`src/hw/rtl/sclr_pkg.sv`:
```
// Shared types, codes and constants of the serial command line receiver.
package sclr_pkg;

  localparam int LINE_CAPACITY_DEF = 32;
  localparam int Q_DEPTH = 4;
  localparam int Q_AW = $clog2(Q_DEPTH);
  localparam int Q_CW = $clog2(Q_DEPTH + 1);

  localparam logic [7:0] CH_ENQ   = 8'h05;
  localparam logic [7:0] CH_BREAK = 8'h15;
  localparam logic [7:0] CH_CAN   = 8'h18;
  localparam logic [7:0] CH_CR    = 8'h0D;
  localparam logic [7:0] CH_LF    = 8'h0A;
  localparam logic [1:0] CAN_LIMIT = 2'd3;

  typedef enum logic [2:0] {
    KIND_CHAR     = 3'd0,
    KIND_END      = 3'd1,
    KIND_ACK      = 3'd2,
    KIND_RESET    = 3'd3,
    KIND_BREAK    = 3'd4,
    KIND_OVERFLOW = 3'd5
  } kind_t;

  typedef enum logic [1:0] {
    TERM_NONE = 2'd0,
    TERM_CR   = 2'd1,
    TERM_LF   = 2'd2,
    TERM_CRLF = 2'd3
  } term_t;

  typedef enum logic [2:0] {
    OP_ACK         = 3'd0,
    OP_RESET       = 3'd1,
    OP_BREAK       = 3'd2,
    OP_STORE       = 3'd3,
    OP_FLUSH       = 3'd4,
    OP_FLUSH_STORE = 3'd5
  } op_t;

  typedef struct packed {
    op_t        op;
    term_t      term;
    logic [7:0] data;
  } cmd_t;

  typedef struct packed {
    kind_t      kind;
    logic [7:0] chr;
    logic [5:0] len;
    term_t      term;
    logic       last;
  } res_t;

  typedef enum logic {
    BK_IDLE  = 1'b0,
    BK_CHARS = 1'b1
  } back_state_t;

endpackage

```
`src/hw/rtl/sclr_if.sv`:
```
// Word channels of the receiver: received bytes in, events out.
interface sclr_in_if;
  logic       valid;
  logic       ready;
  logic [7:0] rx_byte;

  modport source (output valid, output rx_byte, input ready);
  modport sink (input valid, input rx_byte, output ready);
endinterface

interface sclr_out_if;
  logic       valid;
  logic       ready;
  logic [2:0] event_kind;
  logic [7:0] char_out;
  logic [5:0] line_length;
  logic [1:0] terminator_kind;
  logic       last_of_run;

  modport source (output valid, output event_kind, output char_out, output line_length,
                  output terminator_kind, output last_of_run, input ready);
  modport sink (input valid, input event_kind, input char_out, input line_length,
                input terminator_kind, input last_of_run, output ready);
endinterface

```
`src/hw/rtl/serial_command_line_receiver_unit.sv`:
```
// Top level of the serial command line receiver.
//
//   channel  dir  word                                                   handshake
//   in_ch    in   rx_byte[7:0]                                           valid/ready
//   out_ch   out  event_kind, char_out, line_length, terminator_kind,   valid/ready
//                 last_of_run
//
// The front end takes one byte per cycle while the 4-entry command queue has room.
// The back end takes a control byte or stored character from the queue whenever the output
// register is free; a line flush dequeues its command, then sends one event per stored
// character and then the line end, paced by the line store read port and the output register.
// Reset (rst_n low, synchronous) empties the queue and clears CAN count, pending CR
// and fill; the line store is not cleared. Output stalls reach the input once the queue fills.
module serial_command_line_receiver_unit #(
  parameter int LINE_CAPACITY = sclr_pkg::LINE_CAPACITY_DEF
) (
  input  logic        clk,
  input  logic        rst_n,
  sclr_in_if.sink     in_ch,
  sclr_out_if.source  out_ch
);

  logic           q_full;
  logic           q_empty;
  logic           push;
  logic           pop;
  sclr_pkg::cmd_t push_cmd;
  sclr_pkg::cmd_t head_cmd;

  sclr_front u_front (
    .clk      (clk),
    .rst_n    (rst_n),
    .in_ch    (in_ch),
    .q_full   (q_full),
    .push     (push),
    .push_cmd (push_cmd)
  );

  sclr_cmd_fifo u_fifo (
    .clk      (clk),
    .rst_n    (rst_n),
    .push     (push),
    .push_cmd (push_cmd),
    .pop      (pop),
    .head_cmd (head_cmd),
    .full     (q_full),
    .empty    (q_empty)
  );

  sclr_back #(
    .LINE_CAPACITY (LINE_CAPACITY)
  ) u_back (
    .clk      (clk),
    .rst_n    (rst_n),
    .head_cmd (head_cmd),
    .q_empty  (q_empty),
    .pop      (pop),
    .out_ch   (out_ch)
  );

endmodule

```
`src/hw/rtl/sclr_front.sv`:
```
// Front end: classifies received bytes, tracks CAN run and pending CR, issues commands.
module sclr_front (
  input  logic            clk,
  input  logic            rst_n,
  sclr_in_if.sink         in_ch,
  input  logic            q_full,
  output logic            push,
  output sclr_pkg::cmd_t  push_cmd
);

  logic [1:0] restart_count_r, restart_count_nxt;
  logic       cr_pending_r, cr_pending_nxt;
  logic       accept;
  logic       want_push;

  assign in_ch.ready = !q_full;
  assign accept      = in_ch.valid && !q_full;
  assign push        = accept && want_push;

  always_comb begin
    restart_count_nxt = restart_count_r;
    cr_pending_nxt    = cr_pending_r;
    want_push         = 1'b0;
    push_cmd.op       = sclr_pkg::OP_STORE;
    push_cmd.term     = sclr_pkg::TERM_NONE;
    push_cmd.data     = in_ch.rx_byte;
    case (in_ch.rx_byte)
      sclr_pkg::CH_ENQ: begin
        restart_count_nxt = '0;
        want_push         = 1'b1;
        push_cmd.op       = sclr_pkg::OP_ACK;
      end
      sclr_pkg::CH_CAN: begin
        if (restart_count_r == sclr_pkg::CAN_LIMIT) begin
          want_push   = 1'b1;
          push_cmd.op = sclr_pkg::OP_RESET;
        end else begin
          restart_count_nxt = restart_count_r + 2'd1;
        end
      end
      sclr_pkg::CH_BREAK: begin
        want_push   = 1'b1;
        push_cmd.op = sclr_pkg::OP_BREAK;
      end
      default: begin
        restart_count_nxt = '0;
        if (cr_pending_r) begin
          want_push = 1'b1;
          if (in_ch.rx_byte == sclr_pkg::CH_LF) begin
            cr_pending_nxt = 1'b0;
            push_cmd.op    = sclr_pkg::OP_FLUSH;
            push_cmd.term  = sclr_pkg::TERM_CRLF;
          end else if (in_ch.rx_byte == sclr_pkg::CH_CR) begin
            push_cmd.op   = sclr_pkg::OP_FLUSH;
            push_cmd.term = sclr_pkg::TERM_CR;
          end else begin
            cr_pending_nxt = 1'b0;
            push_cmd.op    = sclr_pkg::OP_FLUSH_STORE;
            push_cmd.term  = sclr_pkg::TERM_CR;
          end
        end else if (in_ch.rx_byte == sclr_pkg::CH_CR) begin
          cr_pending_nxt = 1'b1;
        end else if (in_ch.rx_byte == sclr_pkg::CH_LF) begin
          want_push     = 1'b1;
          push_cmd.op   = sclr_pkg::OP_FLUSH;
          push_cmd.term = sclr_pkg::TERM_LF;
        end else begin
          want_push   = 1'b1;
          push_cmd.op = sclr_pkg::OP_STORE;
        end
      end
    endcase
  end

  always_ff @(posedge clk) begin
    if (!rst_n) begin
      restart_count_r <= '0;
      cr_pending_r    <= 1'b0;
    end else if (accept) begin
      restart_count_r <= restart_count_nxt;
      cr_pending_r    <= cr_pending_nxt;
    end
  end

endmodule

```
`src/hw/rtl/sclr_cmd_fifo.sv`:
```
// Short command queue between front end and back end.
module sclr_cmd_fifo (
  input  logic            clk,
  input  logic            rst_n,
  input  logic            push,
  input  sclr_pkg::cmd_t  push_cmd,
  input  logic            pop,
  output sclr_pkg::cmd_t  head_cmd,
  output logic            full,
  output logic            empty
);

  sclr_pkg::cmd_t                  slot_r [sclr_pkg::Q_DEPTH];
  logic [sclr_pkg::Q_AW-1:0]       wr_ptr_r, wr_ptr_nxt;
  logic [sclr_pkg::Q_AW-1:0]       rd_ptr_r, rd_ptr_nxt;
  logic [sclr_pkg::Q_CW-1:0]       count_r, count_nxt;
  logic                            do_push, do_pop;

  assign full     = (count_r == sclr_pkg::Q_CW'(sclr_pkg::Q_DEPTH));
  assign empty    = (count_r == '0);
  assign do_push  = push && !full;
  assign do_pop   = pop && !empty;
  assign head_cmd = slot_r[rd_ptr_r];

  always_comb begin
    wr_ptr_nxt = do_push ? sclr_pkg::Q_AW'(wr_ptr_r + 1'b1) : wr_ptr_r;
    rd_ptr_nxt = do_pop ? sclr_pkg::Q_AW'(rd_ptr_r + 1'b1) : rd_ptr_r;
    count_nxt  = count_r;
    if (do_push && !do_pop) begin
      count_nxt = count_r + sclr_pkg::Q_CW'(1);
    end else if (do_pop && !do_push) begin
      count_nxt = count_r - sclr_pkg::Q_CW'(1);
    end
  end

  always_ff @(posedge clk) begin
    if (!rst_n) begin
      wr_ptr_r <= '0;
      rd_ptr_r <= '0;
      count_r  <= '0;
    end else begin
      wr_ptr_r <= wr_ptr_nxt;
      rd_ptr_r <= rd_ptr_nxt;
      count_r  <= count_nxt;
    end
  end

  always_ff @(posedge clk) begin
    if (do_push) begin
      slot_r[wr_ptr_r] <= push_cmd;
    end
  end

endmodule

```
`src/hw/rtl/sclr_back.sv`:
```
// Back end: executes commands, owns the line store and the event output register.
module sclr_back #(
  parameter int LINE_CAPACITY = sclr_pkg::LINE_CAPACITY_DEF
) (
  input  logic            clk,
  input  logic            rst_n,
  input  sclr_pkg::cmd_t  head_cmd,
  input  logic            q_empty,
  output logic            pop,
  sclr_out_if.source      out_ch
);

  localparam int AW = (LINE_CAPACITY > 1) ? $clog2(LINE_CAPACITY) : 1;
  localparam int CW = $clog2(LINE_CAPACITY + 1);
  localparam logic [CW-1:0] CAP_CNT = CW'(LINE_CAPACITY);

  sclr_pkg::back_state_t state_r, state_nxt;
  logic [CW-1:0]         fill_r, fill_nxt;
  logic [CW-1:0]         idx_r, idx_nxt;
  sclr_pkg::cmd_t        cur_r, cur_nxt;
  logic                  out_valid_r, out_valid_nxt;
  sclr_pkg::res_t        res_r, res_nxt;
  logic                  load;
  logic                  out_free;
  logic                  line_done;
  logic                  we;
  logic [AW-1:0]         waddr;
  logic [7:0]            wdata;
  logic [AW-1:0]         rd_addr;
  logic [7:0]            rd_data_r;
  logic [7:0]            line_mem [LINE_CAPACITY];

  assign out_free  = !out_valid_r || out_ch.ready;
  assign line_done = (idx_r == fill_r);
  assign rd_addr   = idx_nxt[AW-1:0];

  always_comb begin
    state_nxt = state_r;
    case (state_r)
      sclr_pkg::BK_IDLE: begin
        if (!q_empty && out_free &&
            (head_cmd.op == sclr_pkg::OP_FLUSH || head_cmd.op == sclr_pkg::OP_FLUSH_STORE)) begin
          state_nxt = sclr_pkg::BK_CHARS;
        end
      end
      sclr_pkg::BK_CHARS: begin
        if (out_free && line_done) begin
          state_nxt = sclr_pkg::BK_IDLE;
        end
      end
      default: state_nxt = sclr_pkg::BK_IDLE;
    endcase
  end

  always_comb begin
    pop      = 1'b0;
    load     = 1'b0;
    res_nxt  = '0;
    fill_nxt = fill_r;
    idx_nxt  = idx_r;
    cur_nxt  = cur_r;
    we       = 1'b0;
    waddr    = fill_r[AW-1:0];
    wdata    = head_cmd.data;
    case (state_r)
      sclr_pkg::BK_IDLE: begin
        if (!q_empty && out_free) begin
          pop          = 1'b1;
          res_nxt.last = 1'b1;
          case (head_cmd.op)
            sclr_pkg::OP_ACK: begin
              load         = 1'b1;
              res_nxt.kind = sclr_pkg::KIND_ACK;
            end
            sclr_pkg::OP_RESET: begin
              load         = 1'b1;
              res_nxt.kind = sclr_pkg::KIND_RESET;
            end
            sclr_pkg::OP_BREAK: begin
              load         = 1'b1;
              res_nxt.kind = sclr_pkg::KIND_BREAK;
            end
            sclr_pkg::OP_STORE: begin
              if (fill_r == CAP_CNT) begin
                load         = 1'b1;
                res_nxt.kind = sclr_pkg::KIND_OVERFLOW;
                fill_nxt     = '0;
              end else begin
                we       = 1'b1;
                fill_nxt = fill_r + CW'(1);
              end
            end
            sclr_pkg::OP_FLUSH, sclr_pkg::OP_FLUSH_STORE: begin
              cur_nxt = head_cmd;
              idx_nxt = '0;
            end
            default: ;
          endcase
        end
      end
      sclr_pkg::BK_CHARS: begin
        if (out_free) begin
          load = 1'b1;
          if (line_done) begin
            res_nxt.kind = sclr_pkg::KIND_END;
            res_nxt.len  = 6'(fill_r);
            res_nxt.term = cur_r.term;
            res_nxt.last = 1'b1;
            if (cur_r.op == sclr_pkg::OP_FLUSH_STORE) begin
              we       = 1'b1;
              waddr    = '0;
              wdata    = cur_r.data;
              fill_nxt = CW'(1);
            end else begin
              fill_nxt = '0;
            end
          end else begin
            res_nxt.kind = sclr_pkg::KIND_CHAR;
            res_nxt.chr  = rd_data_r;
            idx_nxt      = idx_r + CW'(1);
          end
        end
      end
      default: ;
    endcase
  end

  always_comb begin
    out_valid_nxt = out_valid_r;
    if (load) begin
      out_valid_nxt = 1'b1;
    end else if (out_ch.ready) begin
      out_valid_nxt = 1'b0;
    end
  end

  always_ff @(posedge clk) begin
    if (!rst_n) begin
      state_r     <= sclr_pkg::BK_IDLE;
      fill_r      <= '0;
      idx_r       <= '0;
      out_valid_r <= 1'b0;
    end else begin
      state_r     <= state_nxt;
      fill_r      <= fill_nxt;
      idx_r       <= idx_nxt;
      out_valid_r <= out_valid_nxt;
    end
  end

  always_ff @(posedge clk) begin
    cur_r <= cur_nxt;
    if (load) begin
      res_r <= res_nxt;
    end
  end

  always_ff @(posedge clk) begin
    if (we) begin
      line_mem[waddr] <= wdata;
    end
    rd_data_r <= line_mem[rd_addr];
  end

  assign out_ch.valid           = out_valid_r;
  assign out_ch.event_kind      = res_r.kind;
  assign out_ch.char_out        = res_r.chr;
  assign out_ch.line_length     = res_r.len;
  assign out_ch.terminator_kind = res_r.term;
  assign out_ch.last_of_run     = res_r.last;

  a_fill_bound: assert property (@(posedge clk) disable iff (!rst_n)
    fill_r <= CAP_CNT)
    else $error("line fill beyond capacity");

  a_idx_bound: assert property (@(posedge clk) disable iff (!rst_n)
    state_r == sclr_pkg::BK_CHARS |-> idx_r <= fill_r)
    else $error("flush index past line fill");

  a_end_last: assert property (@(posedge clk) disable iff (!rst_n)
    out_valid_r && res_r.kind == sclr_pkg::KIND_END |-> res_r.last)
    else $error("line end not marked last");

  a_char_not_last: assert property (@(posedge clk) disable iff (!rst_n)
    out_valid_r && res_r.kind == sclr_pkg::KIND_CHAR |-> !res_r.last && res_r.len == '0)
    else $error("line char marked last or with length");

  a_flush_clears: assert property (@(posedge clk) disable iff (!rst_n)
    state_r == sclr_pkg::BK_CHARS && out_free && line_done |=> fill_r <= CW'(1))
    else $error("fill not reset after line end");

endmodule

```
`src/flat_wrapper.sv`:
```
// flat-port wrapper written by rule: the top's interface ports become plain ports
module serial_command_line_receiver_unit_flat 
#(
  parameter int LINE_CAPACITY = sclr_pkg::LINE_CAPACITY_DEF
)
  (clk, rst_n, in_ch_valid, in_ch_rx_byte, in_ch_ready, out_ch_valid, out_ch_event_kind, out_ch_char_out, out_ch_line_length, out_ch_terminator_kind, out_ch_last_of_run, out_ch_ready);
  sclr_in_if in_ch_i ();
  sclr_out_if out_ch_i ();
  input  logic clk;
  input  logic rst_n;
  input wire logic [$bits(in_ch_i.valid)-1:0] in_ch_valid;
  input wire logic [$bits(in_ch_i.rx_byte)-1:0] in_ch_rx_byte;
  output wire logic [$bits(in_ch_i.ready)-1:0] in_ch_ready;
  output wire logic [$bits(out_ch_i.valid)-1:0] out_ch_valid;
  output wire logic [$bits(out_ch_i.event_kind)-1:0] out_ch_event_kind;
  output wire logic [$bits(out_ch_i.char_out)-1:0] out_ch_char_out;
  output wire logic [$bits(out_ch_i.line_length)-1:0] out_ch_line_length;
  output wire logic [$bits(out_ch_i.terminator_kind)-1:0] out_ch_terminator_kind;
  output wire logic [$bits(out_ch_i.last_of_run)-1:0] out_ch_last_of_run;
  input wire logic [$bits(out_ch_i.ready)-1:0] out_ch_ready;
  assign in_ch_i.valid = in_ch_valid;
  assign in_ch_i.rx_byte = in_ch_rx_byte;
  assign in_ch_ready = in_ch_i.ready;
  assign out_ch_valid = out_ch_i.valid;
  assign out_ch_event_kind = out_ch_i.event_kind;
  assign out_ch_char_out = out_ch_i.char_out;
  assign out_ch_line_length = out_ch_i.line_length;
  assign out_ch_terminator_kind = out_ch_i.terminator_kind;
  assign out_ch_last_of_run = out_ch_i.last_of_run;
  assign out_ch_i.ready = out_ch_ready;
  serial_command_line_receiver_unit #(.LINE_CAPACITY(LINE_CAPACITY)) u_core (.clk(clk), .rst_n(rst_n), .in_ch(in_ch_i), .out_ch(out_ch_i));
endmodule
```
`config.mk`:
```
export PLATFORM = sky130hd
export DESIGN_NAME = serial_command_line_receiver_unit_flat
export DESIGN_NICKNAME = d
export VERILOG_FILES = /design/src/hw/rtl/sclr_pkg.sv /design/src/hw/rtl/sclr_if.sv /design/src/hw/rtl/serial_command_line_receiver_unit.sv /design/src/hw/rtl/sclr_front.sv /design/src/hw/rtl/sclr_cmd_fifo.sv /design/src/hw/rtl/sclr_back.sv /design/src/flat_wrapper.sv
export SDC_FILE = /design/constraint.sdc
export NUM_CORES = 1
export LEC_CHECK = 0
export ABC_AREA = 0
export ABC_CLOCK_PERIOD_IN_PS = 3650
export BUFFER_PORTS_ARGS = -buffer_cell sky130_fd_sc_hd__buf_4
export CAP_MARGIN = 10
export CORE_ASPECT_RATIO = 1.5
export CORE_MARGIN = 2
export CORE_UTILIZATION = 25
export CTS_CLUSTER_SIZE = 14
export DETAILED_ROUTE_END_ITERATION = 10
export PLACE_DENSITY_LB_ADDON = 0.05
export SYNTH_ARGS = -nofsm -noshare
export SYNTH_HDL_FRONTEND = slang
export SYNTH_HIERARCHICAL = 1
export SYNTH_SLANG_ARGS = --single-unit
```
`constraint.sdc`:
```
create_clock -name clk -period 3.65 [get_ports clk]
set_input_delay 0.1825 -clock clk [delete_from_list [all_inputs] [get_ports clk]]
set_output_delay 0.1825 -clock clk [all_outputs]
set_load 0.005 [all_outputs]
```
==> reports/metrics.cfg, run 1 <==
[sta]
fin_skew_ns = 0.0188
setup_violations = 0
relSlewSlack = 0.432
fin_crit_ns = 3.45
rsz0062_at_grt = false
clock.fmax_mhz = 290
tns_ns = 0
worst_pin_slew_ns = 0.852
drv_slew = 0
finalCritPeriodShare = 0.944
hold_violations = 0

[power]
power.density_mw_per_mm2 = 626
p_leak_nw = 5.74
worst_ir_drop_vdd_uv = 290

[floorplanning]
fp-row-count = 109
dieWidth_um = 204
dieHeight_um = 304
die_area_mm2 = 0.0619
coreArea_mm2 = 0.0591
io_pins = 34
start_util = 0.254

[cells_and_area]
syn_to_final_growth_pct = 19.6
multi_input_area_mm2 = 0.00377
stdcell_area_mm2 = 0.0179
fillers = 5787
drive_above_1_share = 0.252
seqCellArea_mm2 = 0.0109
final_cell_mix = 341 x edfxtp_1, 102 x buf_4, 66 x mux4_2
fin_cells = 1738
final_common_cell = edfxtp_1
fin_nets = 957
n_antenna_cell = 0

[yosys]
async_flop_share = 0
syn_area_per_cell_um2 = 18.3
synth_edf_count = 341
synth_top_cell_by_area = edfxtp_1
ys.flop_type = edfxtp_1
syn-num-nets = 841
yosysTopAreaCellShare = 0.684
yosys_warnings = 6
synth_seq_cells = 375
synth_area_leaders = edfxtp_1 68%, mux4_2 9.9%, dfxtp_1 4.5%
synth_cell_types = 65
synthCells = 819
synthesis.area_mm2 = 0.0150
ys_seq_area_frac = 0.729

[place]
portBuffers = 33
place_inst = 1662
hpwl_mm = 27.4
gp_congestion = 0.740
placed_area_mm2 = 0.0165

[route]
first_iter_violations = 491
drc_errors = 0
ant_nets = 0
vias = 7746
vias_per_cell = 4.46
first_pass_iters = 5
wl_per_cell_um = 23.5
drt-total-wl_mm = 40.9

[setup_path]
critical_path_buf_inv_count = 2
reg2reg_depth = 9
r2r_slack_ns = 0.20
endpoint_kind = flop
crit_top_cell = mux4_2
r2r-end = u_core/u_back/rd_data_r[7]
max_stage_delay_ns = 0.70
slowest_stage = a22oi_1
crit_type = reg -> reg
crit_arrival_ns = 3.83
crit_family = multiplexers
cp_max_fo = 41
worstSetupPathDepth = 9
startpoint_type = flop
crit_path_end = u_core/u_back/rd_data_r[7]
cp.required_ns = 4.04
path_cells = mux4_2, nand4b_1, buf_4, nand2_1, mux2i_4, buf_12, mux4_2, a22oi_1, nand4_1

[global_routing]
grt_pass1_wl_mm = 60.1
grt_pass1_vias = 8418
overflow = 0
antenna_found_initial = 0
grt_max_degree = 42
track_usage = 0.135

[clock_network]
numCtsBuffers = 40
cts-root-buf = clkbuf_16
tritoncts = yes
clock_sinks = 375
clk_pin_slew_ns = 0.06
cts_max_level = 2
clockBufferDepth = 3
clock_latency_ns = 0.54

[status]
status = complete, no violations

[hold_path]
min_path_type = in -> reg

[flow_run]
maxCapViolations = 0

cell type report:
| class | instances | area share |
|---|---|---|
| Inverter | 10 | 0.00210 |
| Multi-Input combinational cell | 395 | 0.210 |
| Clock inverter | 22 | 0.0131 |
| Timing Repair Buffer | 113 | 0.0506 |
| Clock buffer | 46 | 0.0595 |
| Sequential cell | 375 | 0.610 |
| Tap cell | 777 | 0.0543 |
synthesized netlist by cell type, drive strengths merged, types with 10 or more instances:
master,count
a22oi,29
inv,10
nand4,12
edfxtp,341
dfxtp,34
nor3,10
buf,30
nand2,54
mux4,75
and3,10
and2,30
nor2,54
cells by family after synthesis:
group | count (synthesis) | share of synthesized area
DFF | 375 | 0.729
and+or+nand+nor | 215 | 0.0753
adders and majority gates | 10 | 0.00886
buffers and inverters | 49 | 0.0211
muxes | 85 | 0.122
AOI/OAI and AO/OA | 71 | 0.0355
xor gates and xnor gates | 14 | 0.00819
routing by layer:
metal / share of wire / GRT usage
met5: 0 / 0
met4: 0.040 / 0.0601
met3: 0.030 / 0.0198
met2: 0.56 / 0.256
met1: 0.37 / 0.146
how the worst min path moves through the flow:
stage | from | endpoint | slack, ns | cells past startpoint
final | out_ch_ready | u_core/u_back/out_ch.valid | 0.04 | 3
after global routing | out_ch_ready | u_core/u_back/out_ch.valid | 0.03 | 3
after CTS | out_ch_ready | u_core/u_back/out_ch.valid | 0.004 | 3
after detailed placement | in_ch_rx_byte[6] | u_core/u_fifo/slot_r[3][6] | 0.42 | 1
after global placement | in_ch_rx_byte[6] | u_core/u_fifo/slot_r[0][6] | 0.42 | 1
after floorplan | rst_n | u_core/u_front/restart_count_r[0] | 0.30 | 1
sequential cells by signal, summed over array words and instances, names as in the netlist, 2 cells and up, named ones only:
| name | count |
|---|---|
| u_core/u_fifo/count_r | 3 |
| u_core/u_back/out_ch.line_length | 6 |
| u_core/u_back/cur_r | 13 |
| u_core/u_fifo/slot_r | 52 |
| u_core/u_fifo/rd_ptr_r | 2 |
| u_core/u_back/fill_r | 6 |
| u_core/u_fifo/wr_ptr_r | 2 |
| u_core/u_back/out_ch.char_out | 8 |
| u_core/u_back/out_ch.event_kind | 3 |
| u_core/u_back/out_ch.terminator_kind | 2 |
| u_core/u_back/rd_data_r | 8 |
| u_core/u_back/idx_r | 6 |
| u_core/u_back/line_mem | 256 |
| u_core/u_front/restart_count_r | 2 |
worst reg2reg max path, delay by kind of cell (launching register included):
kind / cells / cell delay (ns)
and+or+nand+nor: 3 / 0.53
muxes: 3 / 1.20
DFF: 1 / 0.39
AOI/OAI and AO/OA: 1 / 0.70
buffers and inverters: 2 / 0.48
stage by stage:
stage	total power, mW	hold WS (ns)	util	setup WS (ns)
after floorplan	6.38	0.300	-	0.689
after global placement	7.21	0.417	0.280	0.133
after detailed placement	7.27	0.425	0.280	0.0445
after CTS	11.4	0.00355	0.303	0.0421
after global routing	11.7	0.0302	0.303	0.00255
final	11.2	0.0355	0.303	0.203
repair_timing:
action                                  CTS  global route
buffers inserted                          0             0
hold endpoints to repair                 33             0
endpoints found under the setup margin    0             3
gates resized for setup                   0             3
hold buffers                              8             0
power breakdown:
part | switching (mW) | internal [mW] | total [mW]
registers | 0.139 | 5.33 | 5.47
clock network | 1.66 | 2.43 | 4.09
logic | 1.11 | 0.531 | 1.64
total | 2.91 | 8.29 | 11.2
No activity file was read; power rests on OpenSTA's default activity.
==> run 2, diff against run 1 <==
- SYNTH_HIERARCHICAL: 1 -> default
==> run 2 against run 1 <==
Fmax increased by 2.7%. Area after synthesis up 7.3%. Critical path depth unchanged. Wire length up 25%. Combinational power increased by 110%. Final area grew 8.0%. Largest power group unchanged. Highest routed layer unchanged.
==> reports/metrics.cfg, run 2 <==
[cells_and_area]
fillers = 6359  ; was 5787
largest_register_ffs = 256  ; unchanged
postLayoutCoreUtil = 0.305  ; was 0.303
final_common_cell = edfxtp_1  ; unchanged
syn_to_final_growth_pct = 20.3  ; was 19.6%
n_antenna_cell = 0  ; unchanged
reg.largest.list = u_core.u_back.line_mem: 256 flops, u_core.u_fifo.slot_r: 52 flops, u_core.u_back.cur_r: 13 flops  ; was u_core/u_back/line_mem: 256 flops, u_core/u_fifo/slot_r: 52 flops, u_core/u_back/cur_r: 13 flops
final_cell_mix = 341 x edfxtp_1, 149 x nand2_1, 139 x buf_4  ; was 341 x edfxtp_1, 102 x buf_4, 66 x mux4_2
largest-register = u_core.u_back.line_mem  ; was u_core/u_back/line_mem
fin_nets = 1324  ; was 957
drive_above_1_share = 0.184  ; was 0.252

[sta]
setup_violations = 0  ; unchanged
drv_slew = 0  ; unchanged
finalCritPeriodShare = 0.920  ; was 0.944
hold_violations = 0  ; unchanged
relSlewSlack = 0.440  ; was 0.432
tns_ns = 0  ; unchanged
fin_skew_ns = 0.0137  ; was 0.0188 ns
rsz0062_at_grt = false  ; unchanged
worst_pin_slew_ns = 0.837  ; was 0.852 ns
clock.fmax_mhz = 298  ; was 290 MHz
fin_crit_ns = 3.36  ; was 3.45 ns
fin_ws_ns = 0.293  ; was 0.203 ns

[global_routing]
track_usage = 0.155  ; was 0.135
grt_max_degree = 51  ; was 42
grt_pass1_wl_mm = 73.5  ; was 60.1 mm
antenna_found_initial = 1  ; was 0
grt_pass1_vias = 10400  ; was 8418
overflow = 0  ; unchanged

[clock_network]
tritoncts = yes  ; unchanged
cts_max_level = 2  ; unchanged
post_cts_resized = 0  ; unchanged
clock_latency_ns = 0.57  ; was 0.54 ns
numCtsBuffers = 41  ; was 40
clk_pin_slew_ns = 0.06  ; about the same
clock_sinks = 375  ; unchanged
cts-root-buf = clkbuf_16  ; unchanged
clockBufferDepth = 3  ; unchanged

[setup_path]
critical_path_buf_inv_count = 2  ; unchanged
startpoint_type = flop  ; unchanged
crit_arrival_ns = 3.63  ; was 3.83 ns
cp_max_fo = 9  ; was 41
slowest_stage = nand3_1  ; was a22oi_1
path_cells = nand2b_1, o311ai_2, buf_4, nor2_1, nand2_1, nor3_1, nand3_1, nor2_1, buf_4  ; was mux4_2, nand4b_1, buf_4, nand2_1, mux2i_4, buf_12, mux4_2, a22oi_1, nand4_1
cp.required_ns = 3.92  ; was 4.04 ns
crit_family = simple AND/OR/NAND/NOR gates  ; was multiplexers
endpoint_kind = flop  ; unchanged
crit_type = reg -> reg  ; unchanged
max_stage_delay_ns = 0.70  ; about the same

[route]
drt-total-wl_mm = 51.0  ; was 40.9 mm
first_pass_iters = 5  ; unchanged
vias_per_cell = 4.62  ; was 4.46
vias = 9880  ; was 7746
drc_errors = 0  ; unchanged
wl_per_cell_um = 23.8  ; was 23.5 µm
first_iter_violations = 528  ; was 491
ant_nets = 0  ; unchanged

[place]
hpwl_mm = 34.5  ; was 27.4 mm
portBuffers = 33  ; unchanged
gp_congestion = 0.769  ; was 0.740
place_ws_ns = 0.264  ; was 0.0445 ns

[yosys]
syn_area_per_cell_um2 = 13.7  ; was 18.3 µm²
synthCells = 1175  ; was 819
yosysTopAreaCellShare = 0.637  ; was 0.684
synth_area_leaders = edfxtp_1 64%, mux2i_1 6.1%, dfxtp_1 4.2%  ; was edfxtp_1 68%, mux4_2 9.9%, dfxtp_1 4.5%
synth_top_cell_by_area = edfxtp_1  ; unchanged
async_flop_share = 0  ; unchanged
synth_seq_cells = 375  ; unchanged
ys_seq_area_frac = 0.679  ; was 0.729
synthesis.area_mm2 = 0.0161  ; was 0.0150 mm²
yosys_warnings = 0  ; was 6
syn-num-nets = 1197  ; was 841
synth_cell_types = 68  ; was 65
synth_most_common_cell = edfxtp_1  ; unchanged
synth_edf_count = 341  ; unchanged
synth_common_cells = 341 x edfxtp_1, 149 x nand2_1, 98 x mux2i_1  ; was 341 x edfxtp_1, 66 x mux4_2, 54 x nand2_1, 54 x nor2_1, 34 x dfxtp_1
ys.flop_type = edfxtp_1  ; unchanged

[floorplanning]
die_area_mm2 = 0.0664  ; was 0.0619 mm²
start_util = 0.253  ; was 0.254
fp-row-count = 113  ; was 109
dieWidth_um = 211  ; was 204 µm
coreArea_mm2 = 0.0635  ; was 0.0591 mm²
io_pins = 34  ; unchanged
dieHeight_um = 315  ; was 304 µm

[power]
power.density_mw_per_mm2 = 678  ; was 626 mW/mm²
switching_power_mw = 4.19  ; was 2.91 mW
p_leak_nw = 6.96  ; was 5.74 nW
p_seq_frac = 0.426  ; was 0.488
switching_share = 0.319  ; was 0.260
power.clock.fraction = 0.310  ; was 0.365
worst_ir_drop_vdd_uv = 344  ; was 290 µV
pwr-share-comb = 0.264  ; was 0.147
p_int_mw = 8.93  ; was 8.29 mW

[status]
status = complete, no violations  ; unchanged

[hold_path]
min_path_type = in -> reg  ; unchanged

[flow_run]
maxCapViolations = 0  ; unchanged

[run 2: metal layers]
| layer | global-route usage | routed length [µm] | up-vias |
|---|---|---|---|
| met2 | 0.303 | 28500 | 161 |
| met5 | 0 | 0 | - |
| met4 | 0.0578 | 1800 | 0 |
| met1 | 0.167 | 19200 | 4911 |
| met3 | 0.0209 | 1490 | 75 |
| li1 | - | - | 4733 |
[run 2: area by class of cell]
| class | instances | area, µm² | area share |
|---|---|---|---|
| Multi-Input combinational cell | 718 | 4830 | 0.250 |
| Sequential cell | 375 | 10900 | 0.565 |
| Tap cell | 805 | 1010 | 0.0521 |
| Timing Repair Buffer | 154 | 1250 | 0.0648 |
| Inverter | 12 | 45.0 | 0.00233 |
| Clock inverter | 25 | 201 | 0.0104 |
| Clock buffer | 50 | 1080 | 0.0558 |
[run 2: cell families (layout without fill, tap and decap cells)]
family / count (synthesis) / count (layout) / share of synthesized area
AOI/OAI and AO/OA: 163 / 163 / 0.0757
xor gates and xnor gates: 15 / 15 / 0.00817
muxes: 112 / 112 / 0.0799
buffers and inverters: 82 / 241 / 0.0233
adders and majority gates: 10 / 10 / 0.00825
and+or+nand+nor: 418 / 418 / 0.125
DFF: 375 / 375 / 0.679
[run 2: path summary, 6_finish.rpt]
path	from	to	slack, ns	depth (start not counted)
max	u_core.u_back.out_ch.valid	u_core.u_back.line_mem[31][0]	0.29	9
min	in_ch_valid	u_core.u_front.cr_pending_r	0.14	5
max reg2reg	u_core.u_back.out_ch.valid	u_core.u_back.line_mem[31][0]	0.29	9
min reg2reg	u_core.u_back.idx_r[5]	u_core.u_back.idx_r[5]	0.48	1
[run 2: power groups by stage]
stage	clock network (mW)	registers, mW	logic, mW
after floorplan	0	5.65	1.96
after global placement	0	5.70	3.59
after detailed placement	0	5.69	3.58
after CTS	4.23	5.61	3.60
after global routing	4.36	5.63	3.78
final	4.07	5.59	3.46
[run 2: worst register-to-register path, cell delays in order (launching register included)]
cell and delay (ns):
dfxtp_1 0.32, nand2b_1 0.23, o311ai_2 0.29, buf_4 0.25, nor2_1 0.18, nand2_1 0.13
nor3_1 0.35, nand3_1 0.70, nor2_1 0.40, buf_4 0.23
[run 2: stage by stage]
step	cells	hold slack, ns	total power, mW	instance area, µm²
floorplan	1175	0.281	7.61	16100
global placement	2055	0.396	9.29	18000
detailed placement	2055	0.394	9.28	18000
CTS	2139	0.120	13.4	19300
global route	2139	0.182	13.8	19300
finish	2139	0.137	13.1	19300
[run 2: timing repair]
action / 4_1_cts / 5_1_grt
buffers inserted: 0 / 0
setup endpoints to repair: 0 / 0
endpoints found under the hold margin: 39 / 0
hold buffers: 9 / 0
